`src/rtl/imu_frame_deframer_sum16_core_assert.svh`:
```
// Assertion macros for the sum16 deframer core.
// Clocked on clk, disabled while arst_n is low; used by the assembler and output queue.
`ifndef IMU_FRAME_DEFRAMER_SUM16_CORE_ASSERT_SVH
`define IMU_FRAME_DEFRAMER_SUM16_CORE_ASSERT_SVH

// property checked at every edge out of reset
`define IFDS_ASSERT(lbl, prop, msg) \
	lbl: assert property (@(posedge clk) disable iff (!arst_n) prop) else $error(msg);

// implication from one edge to the next
`define IFDS_ASSERT_NEXT(lbl, ante, cons, msg) \
	lbl: assert property (@(posedge clk) disable iff (!arst_n) (ante) |=> (cons)) \
		else $error(msg);

`endif

```
`src/rtl/ifds_pkg.sv`:
```
// Shared constants and types for the sum16 deframer.
// No dependencies; imported by every module of the block.
package ifds_pkg;

	localparam int FRAME_BYTES   = 79;
	localparam int NEGATED_WORDS = 9;
	localparam int POS_W         = 7;
	localparam int IDX_W         = 5;
	localparam int WORD_W        = 32;

	typedef enum logic {
		KIND_WORD   = 1'b0,
		KIND_STATUS = 1'b1
	} kind_t;

	typedef struct packed {
		kind_t              item_kind;
		logic [IDX_W-1:0]   word_index;
		logic [WORD_W-1:0]  word_value;
		logic               checksum_ok;
		logic               frame_last;
	} res_t;

endpackage

```
`src/rtl/ifds_assembler.sv`:
```
// Input register, frame position/sum/word state and result formation.
// Depends on ifds_pkg and the assertion macro header.
`include "imu_frame_deframer_sum16_core_assert.svh"

module ifds_assembler
	import ifds_pkg::*;
(
	input  logic        clk,
	input  logic        arst_n,
	input  logic        in_valid,
	output logic        in_stall,
	input  logic [7:0]  data_byte,
	input  logic        space,
	output logic        push,
	output res_t        res
);

	logic              valid_s1;
	logic [7:0]        byte_s1;
	logic [POS_W-1:0]  pos_q;
	logic [15:0]       sum_q;
	logic [23:0]       partial_q;
	logic [7:0]        chi_q;

	logic              is_last;
	logic              is_chi;
	logic              word_end;
	logic [IDX_W-1:0]  idx;
	logic              negate;
	logic [WORD_W-1:0] word;
	logic              has_res;
	logic              adv;
	logic              take;

	always_comb begin
		is_last  = pos_q >= POS_W'(FRAME_BYTES - 1);
		is_chi   = pos_q == POS_W'(FRAME_BYTES - 2);
		word_end = (pos_q != '0) && (pos_q[1:0] == 2'b00);
		idx      = IDX_W'(pos_q[POS_W-1:2]) - IDX_W'(1);
		negate   = idx < IDX_W'(NEGATED_WORDS);
		word     = {partial_q, byte_s1};
		has_res  = is_last || (!is_chi && word_end);

		res = '0;
		if (is_last) begin
			res.item_kind   = KIND_STATUS;
			res.checksum_ok = sum_q == {chi_q, byte_s1};
			res.frame_last  = 1'b1;
		end else begin
			res.item_kind  = KIND_WORD;
			res.word_index = idx;
			res.word_value = {word[WORD_W-1] ^ negate, word[WORD_W-2:0]};
		end
	end

	assign adv      = !valid_s1 || !has_res || space;
	assign take     = valid_s1 && adv;
	assign push     = take && has_res;
	assign in_stall = valid_s1 && !adv;

	always_ff @(posedge clk or negedge arst_n) begin
		if (!arst_n) begin
			valid_s1 <= 1'b0;
		end else if (adv) begin
			valid_s1 <= in_valid;
		end
	end

	always_ff @(posedge clk) begin
		if (adv && in_valid) begin
			byte_s1 <= data_byte;
		end
	end

	always_ff @(posedge clk or negedge arst_n) begin
		if (!arst_n) begin
			pos_q     <= '0;
			sum_q     <= '0;
			partial_q <= '0;
			chi_q     <= '0;
		end else if (take) begin
			if (is_last) begin
				pos_q     <= '0;
				sum_q     <= '0;
				partial_q <= '0;
				chi_q     <= '0;
			end else if (is_chi) begin
				chi_q <= byte_s1;
				pos_q <= pos_q + POS_W'(1);
			end else begin
				sum_q <= sum_q + 16'(byte_s1);
				pos_q <= pos_q + POS_W'(1);
				if (pos_q != '0) begin
					partial_q <= word_end ? 24'h0 : word[23:0];
				end
			end
		end
	end

	`IFDS_ASSERT(a_pos_range, pos_q < POS_W'(FRAME_BYTES), "byte position past frame end")
	`IFDS_ASSERT(a_push_space, push |-> space, "result pushed into full queue")
	`IFDS_ASSERT_NEXT(a_status_wraps, push && res.item_kind == KIND_STATUS,
		pos_q == '0 && sum_q == '0, "frame state not cleared after status")

endmodule

```
`src/rtl/ifds_out_queue.sv`:
```
// Two-entry result queue that decouples the output stall from the input side.
// Depends on ifds_pkg and the assertion macro header.
`include "imu_frame_deframer_sum16_core_assert.svh"

module ifds_out_queue
	import ifds_pkg::*;
(
	input  logic        clk,
	input  logic        arst_n,
	input  logic        push,
	input  res_t        res,
	output logic        space,
	output logic        out_valid,
	input  logic        out_stall,
	output res_t        head
);

	res_t        ent_q [2];
	logic        rd_q;
	logic        wr_q;
	logic [1:0]  cnt_q;
	logic        pop;

	assign out_valid = cnt_q != 2'd0;
	assign space     = cnt_q != 2'd2;
	assign pop       = out_valid && !out_stall;
	assign head      = ent_q[rd_q];

	always_ff @(posedge clk or negedge arst_n) begin
		if (!arst_n) begin
			rd_q  <= 1'b0;
			wr_q  <= 1'b0;
			cnt_q <= 2'd0;
		end else begin
			if (push) begin
				wr_q <= !wr_q;
			end
			if (pop) begin
				rd_q <= !rd_q;
			end
			unique case ({push, pop})
				2'b10:   cnt_q <= cnt_q + 2'd1;
				2'b01:   cnt_q <= cnt_q - 2'd1;
				default: cnt_q <= cnt_q;
			endcase
		end
	end

	always_ff @(posedge clk) begin
		if (push) begin
			ent_q[wr_q] <= res;
		end
	end

	`IFDS_ASSERT(a_cnt_max, cnt_q != 2'd3, "queue count out of range")
	`IFDS_ASSERT(a_ptr_cnt, (cnt_q == 2'd1) == (rd_q != wr_q), "queue pointers disagree with count")
	`IFDS_ASSERT_NEXT(a_fill, push && !pop, cnt_q == $past(cnt_q) + 2'd1, "push not counted")

endmodule

```
`src/rtl/imu_frame_deframer_sum16_core.sv`:
```
// Top level of the sum16 fixed-length frame deframer.
// Depends on ifds_pkg, ifds_assembler and ifds_out_queue.
//
//  channel | signals                                          | dir
//  --------+--------------------------------------------------+----
//  in      | in_valid, in_stall, data_byte                    | in
//  out     | out_valid, out_stall, item_kind, word_index,     | out
//          | word_value, checksum_ok, frame_last              |
//
// One byte per cycle unless in_stall is raised; a result passes through the input register,
// then the result queue, before it is presented.
// Reset clears position, sum, partial word and queue; no clearing pass.
// A two-entry queue absorbs output stalls; input stalls only once it is full
// and the byte in the input register would produce a result.
module imu_frame_deframer_sum16_core
	import ifds_pkg::*;
(
	input  logic                clk,
	input  logic                arst_n,
	input  logic                in_valid,
	output logic                in_stall,
	input  logic [7:0]          data_byte,
	output logic                out_valid,
	input  logic                out_stall,
	output logic                item_kind,
	output logic [IDX_W-1:0]    word_index,
	output logic [WORD_W-1:0]   word_value,
	output logic                checksum_ok,
	output logic                frame_last
);

	logic space;
	logic push;
	res_t res;
	res_t head;

	ifds_assembler u_asm (
		.clk       (clk),
		.arst_n    (arst_n),
		.in_valid  (in_valid),
		.in_stall  (in_stall),
		.data_byte (data_byte),
		.space     (space),
		.push      (push),
		.res       (res)
	);

	ifds_out_queue u_queue (
		.clk       (clk),
		.arst_n    (arst_n),
		.push      (push),
		.res       (res),
		.space     (space),
		.out_valid (out_valid),
		.out_stall (out_stall),
		.head      (head)
	);

	assign item_kind   = logic'(head.item_kind);
	assign word_index  = head.word_index;
	assign word_value  = head.word_value;
	assign checksum_ok = head.checksum_ok;
	assign frame_last  = head.frame_last;

endmodule

```
`config.mk`:
```
export PLATFORM = sky130hd
export DESIGN_NAME = imu_frame_deframer_sum16_core
export DESIGN_NICKNAME = d
export VERILOG_FILES = /design/src/rtl/ifds_pkg.sv /design/src/rtl/ifds_assembler.sv /design/src/rtl/ifds_out_queue.sv /design/src/rtl/imu_frame_deframer_sum16_core.sv
export VERILOG_INCLUDE_DIRS = /design/src /design/src/rtl
export SDC_FILE = /design/constraint.sdc
export NUM_CORES = 1
export LEC_CHECK = 0
export BUFFER_PORTS_ARGS = -buffer_cell sky130_fd_sc_hd__buf_2
export CAP_MARGIN = 10
export CORE_ASPECT_RATIO = 0.8
export CORE_MARGIN = 2
export CORE_UTILIZATION = 30
export CTS_CLUSTER_DIAMETER = 100
export DETAILED_ROUTE_END_ITERATION = 10
export GPL_ROUTABILITY_DRIVEN = 0
export PLACE_DENSITY = 0.47
export SLEW_MARGIN = 20
export SYNTH_ARGS = -nofsm -noshare
export SYNTH_HDL_FRONTEND = slang
export SYNTH_SLANG_ARGS = --single-unit
```
`constraint.sdc`:
```
create_clock -name clk -period 3.8 [get_ports clk]
set_input_delay 0.38 -clock clk [delete_from_list [all_inputs] [get_ports clk]]
set_output_delay 0.38 -clock clk [all_outputs]
set_load 0.005 [all_outputs]
```
# Yosys cells after proc, flatten, opt, wreduce, memory -nomap -nowiden
# Memory sizes are Yosys's and may differ from the RTL's.
# Index checks and enable logic that the tools add are counted.
word_totals:
  regBits: 68
  word_cells: 65
  romBits: 0
  latch_bits: 0
  mem_bits_rw: 80
  memories: 1
  out_inout_bits: 42
classes:
  multipliers: 0
  n_reduce_logical: 26
  order_cmp: 2
  div_mod_pow: 0
  eq_ne: 6
  n_bitwise: 1
  addsub: 5
  n_mux: 15
  shifts: 0
mem_list:
  columns: ["memory", "words", "word_bits", "read_ports", "rd_clocked_by_memory_dff", "wr", "line", "text"]
  rows:
  - ["u_queue.ent_q", 2, 40, 1, 0, 1, "ifds_out_queue.sv:18", "res_t ent_q [2];"]
ops:
  columns: ["cell", "count"]
  rows:
  - ["24-bit 2-to-1 mux", 4]
  - ["37-bit 2-to-1 mux", 1]
  - ["16-bit 2-to-1 mux", 2]
  - ["16-bit by 8-bit adder with 16-bit output", 1]
  - ["16-bit equality test", 1]
  - ["8-bit 2-to-1 mux", 2]
  - ["2-bit nonzero test", 4]
  - ["7-bit by 1-bit adder with 7-bit output (second input constant)", 1]
  - ["7-bit equality test (second input constant)", 1]
  - ["7-bit greater-or-equal comparator (second input constant)", 1]
  - ["1-bit logical AND", 7]
  - ["1-bit zero test", 7]
  - ["7-bit 2-to-1 mux", 1]
  - ["7-bit nonzero test", 1]
  - ["5-bit by 4-bit less-than comparator with 1-bit output (second input constant)", 1]
  - ["5-bit by 1-bit subtractor with 5-bit output (second input constant)", 1]
  - ["2-bit case mux with 2 select lines", 1]
  - ["2-bit AND reduction", 2]
  - ["1-bit logical OR", 3]
  - ["1-bit 2-to-1 mux", 3]
  - ["3-bit AND reduction", 1]
  - ["2-bit by 1-bit adder with 2-bit output (second input constant)", 1]
  - ["2-bit by 1-bit equality test with 1-bit output (second input constant)", 1]
  - ["2-bit equality test (second input constant)", 1]
  - ["other kinds (6)", 6]

# Depth between registers and ports, before layout
logic_depth:
  word_depth: 11
  depth_mapped: 13
  mapped_depth_nobuf: 11

# By module
# A second synthesis with hierarchy kept.
hier_totals:
  cells_unflattened: 531
  area_unflattened_um2: 6952.9
by_module_without_submodules:
  columns: ["module", "cells_each", "seq_area_each_um2", "n_inst", "area_each_um2"]
  rows:
  - ["ifds_assembler", 389, 1641.6, 1, 3659.8]
  - ["ifds_out_queue", 142, 2502.4, 1, 3293.2]

# Worst setup path after synthesis
# No wires, ideal clock.
synth_path:
  path_kind: "register -> register"
  from: "register u_asm.pos_q[2]"
  to: "memory u_queue.ent_q[0][0] (netlist bit), enable pin"
  path_stages_with_launch: 10
  setup_time_ns: 0.436
  required_time_ns: 3.364
  setup_slack_ns: -0.262
  t_arrival_ns: 3.627
  path_buffers: 2
  path_cell_list: "dfrtp_1 buf_2 inv_1 ha_1 or4b_4 nand3_1 nand3_2 or2_2 buf_2 nor2_1"
synth_between:
  elab_chain_cells: 11
  elab_cells_between_ends: 14
  classes_between: "order compare (1); eq/ne (1); mux (2); reduce/logical (10)"
synth_rtl:
  columns: ["element", "line", "text"]
  rows:
  - ["start: declaration", "ifds_assembler.sv:20", "logic [POS_W-1:0] pos_q;"]
  - ["start signal: assignment", "ifds_assembler.sv:89", "pos_q <= pos_q + POS_W'(1);"]
  - ["start signal: assignment", "ifds_assembler.sv:92", "pos_q <= pos_q + POS_W'(1);"]
  - ["parallel branches: the longest is 3 deep, another holds 7-bit greater-or-equal comparator", null, null]
  - ["1-bit logical OR (*)", "ifds_assembler.sv:42", "has_res = is_last || (!is_chi && word_end);"]
  - ["1-bit zero test", "ifds_assembler.sv:56", "assign adv = !valid_s1 || !has_res || space;"]
  - ["1-bit logical OR (2 in series)", "ifds_assembler.sv:56", null]
  - ["1-bit logical AND", "ifds_assembler.sv:57", "assign take = valid_s1 && adv;"]
  - ["1-bit logical AND (*)", "ifds_assembler.sv:58", "assign push = take && has_res;"]
  - ["1-bit 2-to-1 mux (*)", "ifds_out_queue.sv:50", "if (push) begin"]
  - ["1-bit 2-to-1 mux (implied by the code) (*)", "ifds_out_queue.sv:51", "ent_q[wr_q] <= res;"]
  - ["end: declaration", "ifds_out_queue.sv:18", null]
# Every way passes the cells marked *.

# Final worst setup path
layout_path:
  from: "register u_asm.pos_q[2]"
  to: "memory u_queue.ent_q[1][14] (netlist bit), enable pin"
# Same word-level chain as after synthesis.

==> flow_summary_export.csv <==
group,metric,value,unit
status,outcome,"completed",
clocking,clockBufferDepth,2,
sta,rsz0062_at_grt,"false",
critical_path,r2r_cells,8,
sta,postLayoutSetupSlackWorst,0.7429,ns
synth,ys_seq_area_share,61.52,%
sta,tightest_slew,0.8723,ns
synth,synth.net_count,569,
power_and_ir_drop,p_per_area,799.8,nW/um2
synth,ys_warn_count,0,
global_route,overflow,0,
finish,syn_to_final_growth,17.45,%
synth,syn_inst,540,
routing,drcViolationCount,0,
critical_path,rr_startpoint,"u_asm.pos_q[2]",
floorplanning,start_util,30.71,%
finish,regArea,4084,um2
power_and_ir_drop,comb_power_share,33.1,%
sta,finalClockSkew,0.007431,ns
critical_path,crit_arrival,3.13,ns
clocking,cts-htree-levels,4,
critical_path,critical_path_class,"reg -> reg",
routing,ant_nets,0,
sta,setup_viol,0,
flow_run,cap_violations,0,
clocking,postCtsSetupBuffers,0,
placed_design,dp_slack,0.7737,ns
clocking,clk_pin_slew,0.06,ns
floorplanning,die_h,137.1,um
floorplanning,fp.dieArea,23340,um2
critical_path,crit_required,3.88,ns
global_route,grt_pass1_vias,4238,
synth,ys_ff_latch,146,
clocking,cts_resized,0,
sta,timing.final.crit_share,80.45,%
clocking,root_buffer,"clkbuf_16",
routing,vias_per_cell,4.758,
power_and_ir_drop,p_sw,2.133,mW
routing,wire_per_inst,15.97,um
floorplanning,core,21620,um2
sta,period_needed,3.057,ns
synth,synth_edf_count,86,
power_and_ir_drop,switching_share,34.20,%
clocking,cts_hold_buffers,1,
synth,synth_most_common_cell,"edfxtp_1",
finish,antenna_cells,0,
global_route,grt_first_pass_wirelength,22.56,mm
sta,fmax,327.1,MHz
sta,slew-limit-headroom,41.09,%
routing,wl,14.14,mm
global_route,track_usage,12.88,%
floorplanning,row_count,48,
finish,final_nets,626,
power_and_ir_drop,share_seq_of_total_power,40.5,%
floorplanning,ios,54,
power_and_ir_drop,clock_power_share,26.4,%
critical_path,cp-start-kind,"flip-flop",
finish,post-route-util,36.06,%
clocking,clock_latency,0.42,ns
synth,synth_area_per_cell,12.29,um2
clocking,cts_made_buffers,17,
synth,synthTopCellsByCount,"edfxtp_1, nand2_1, dfrtp_1, mux2_2, o21ai_0",
synth,synth_ff_type,"edfxtp_1",
power_and_ir_drop,p_int,4.104,mW
critical_path,r2r-end,"u_queue.ent_q[1][14]",
critical_path,cp-startpoint,"u_asm.pos_q[2]",
sta,drv_slew,0,
synth,synth.area.top_cells,"edfxtp_1, dfrtp_1, mux2_2",
critical_path,rrSetupSlack,0.74,ns
critical_path,crit_fanout,26,
synth,yosysTopAreaCell,"edfxtp_1",
placed_design,dp_hpwl,9.643,mm
hold_path,hp-class,"in -> reg",
sta,hold_viol_final,0,
synth,synth_top_cell_area_share,38.90,%
synth,postSynth.asyncResetShare,41.10,%
power_and_ir_drop,p_leak,3.155,nW
synth,synth_area,6639,um2
synth,ys_types,57,
global_route,antenna_found_initial,0,
critical_path,cp-end-kind,"flip-flop",
power_and_ir_drop,peakVddDrop,0.2975,mV
finish,num-fill-cells,2109,
clocking,cts_tree,"built",
routing,drtIter0Drc,328,
floorplanning,dieWidth,170.3,um
critical_path,crit_path_end,"u_queue.ent_q[1][14]",
finish,drive_gt1_share,25.41,%
finish,multi_input_area,2365,um2
global_route,grt_max_degree,49,
clocking,cts.sinks,146,
routing,dr_total_vias,4211,
placed_design,port_buffers,53,
routing,dr.pass1.iters,5,
[critical path, stage by stage, from the launching register on]
cell and delay, ns:
dfrtp_1 0.50, ha_1 0.33, a211o_2 0.39, o211ai_1 0.30
nand3_2 0.10, buf_4 0.23, or2_2 0.38, nor2_4 0.11
buf_4 0.36
[state kept, by name, indices dropped and copies added (netlist names)]
| register | count |
|---|---|
| u_asm.byte_s1 | 8 |
| u_asm.chi_q | 8 |
| u_asm.partial_q | 24 |
| u_asm.pos_q | 7 |
| u_asm.sum_q | 16 |
| u_asm.valid_s1 | 1 |
| u_queue.cnt_q | 2 |
| u_queue.ent_q | 78 |
| u_queue.rd_q | 1 |
| u_queue.wr_q | 1 |
[layout make-up]
cell class | count | share of cell area [%]
well taps | 275 | 4.413
clock buffers | 20 | 5.985
multi-input cells | 350 | 30.33
clock inverters | 12 | 1.540
inverters | 18 | 0.8665
flip-flops and latches | 146 | 52.37
repair buffers | 64 | 4.493
[how the worst min path moves through the flow]
stage | start | end | slack (ns) | depth (start not counted)
floorplan | arst_n | u_asm.chi_q[0] | 0.08 | 0
global placement | arst_n | u_asm.sum_q[6] | 0.43 | 1
detailed placement | arst_n | u_asm.sum_q[6] | 0.44 | 1
CTS | data_byte[1] | u_asm.byte_s1[1] | 0.11 | 1
global route | data_byte[2] | u_asm.byte_s1[2] | 0.11 | 1
finish | data_byte[2] | u_asm.byte_s1[2] | 0.13 | 1
[kinds of logic after synthesis]
logic type / Yosys count / synth area share (%)
xor+xnor: 26 / 3.430
fa+ha+maj: 17 / 3.317
compound gates: 78 / 7.747
mux: 43 / 7.256
simple gates: 186 / 13.59
buf+inv: 44 / 3.147
flops: 146 / 61.52
[routing by layer]
| layer | routed length [um] | track usage, % |
|---|---|---|
| met2 | 6497 | 20.46 |
| met5 | 0 | 0 |
| met3 | 571 | 3.788 |
| met1 | 6900 | 17.24 |
| met4 | 167 | 3.466 |
[power by group through the flow]
stage	clock [mW]	sequential (mW)	combinational, mW
global placement	0	2.54	2.05
global route	1.76	2.58	2.33
CTS	1.69	2.53	2.11
finish	1.65	2.53	2.07
floorplan	0	2.43	1.55
detailed placement	0	2.56	2.09
[layout by cell type, fill, tap and decap left out, types with 4 or more instances in the layout]
cell | Yosys | routed
xor2_1 | 8 | 8
clkbuf_16 | 0 | 17
xnor2_1 | 18 | 18
edfxtp_1 | 86 | 86
o31ai_1 | 12 | 12
ha_1 | 16 | 16
dfrtp_1 | 60 | 60
inv_1 | 18 | 18
nor2_1 | 29 | 27
mux2_2 | 41 | 41
nand4_1 | 4 | 4
and2_1 | 27 | 27
buf_2 | 9 | 53
and3_1 | 4 | 4
o21ai_0 | 33 | 32
a21oi_1 | 10 | 10
nand3_1 | 15 | 15
inv_6 | 0 | 5
buf_4 | 2 | 10
nand2_1 | 77 | 77
nor3_1 | 6 | 6
[metrics by stage]
| stage | area (um2) | total power [mW] | TNS (ns) | hold slack [ns] | cells |
|---|---|---|---|---|---|
| final | 7797 | 6.237 | 0 | 0.1299 | 885 |
| after global placement | 7201 | 4.590 | 0 | 0.4328 | 852 |
| after floorplan | 6639 | 3.977 | -20.46 | 0.08441 | 540 |
| after detailed placement | 7201 | 4.648 | 0 | 0.4371 | 852 |
| after global routing | 7797 | 6.670 | 0 | 0.1055 | 885 |
| after CTS | 7797 | 6.319 | 0 | 0.1123 | 885 |
Note: power is estimated with default switching activity, not from simulation.
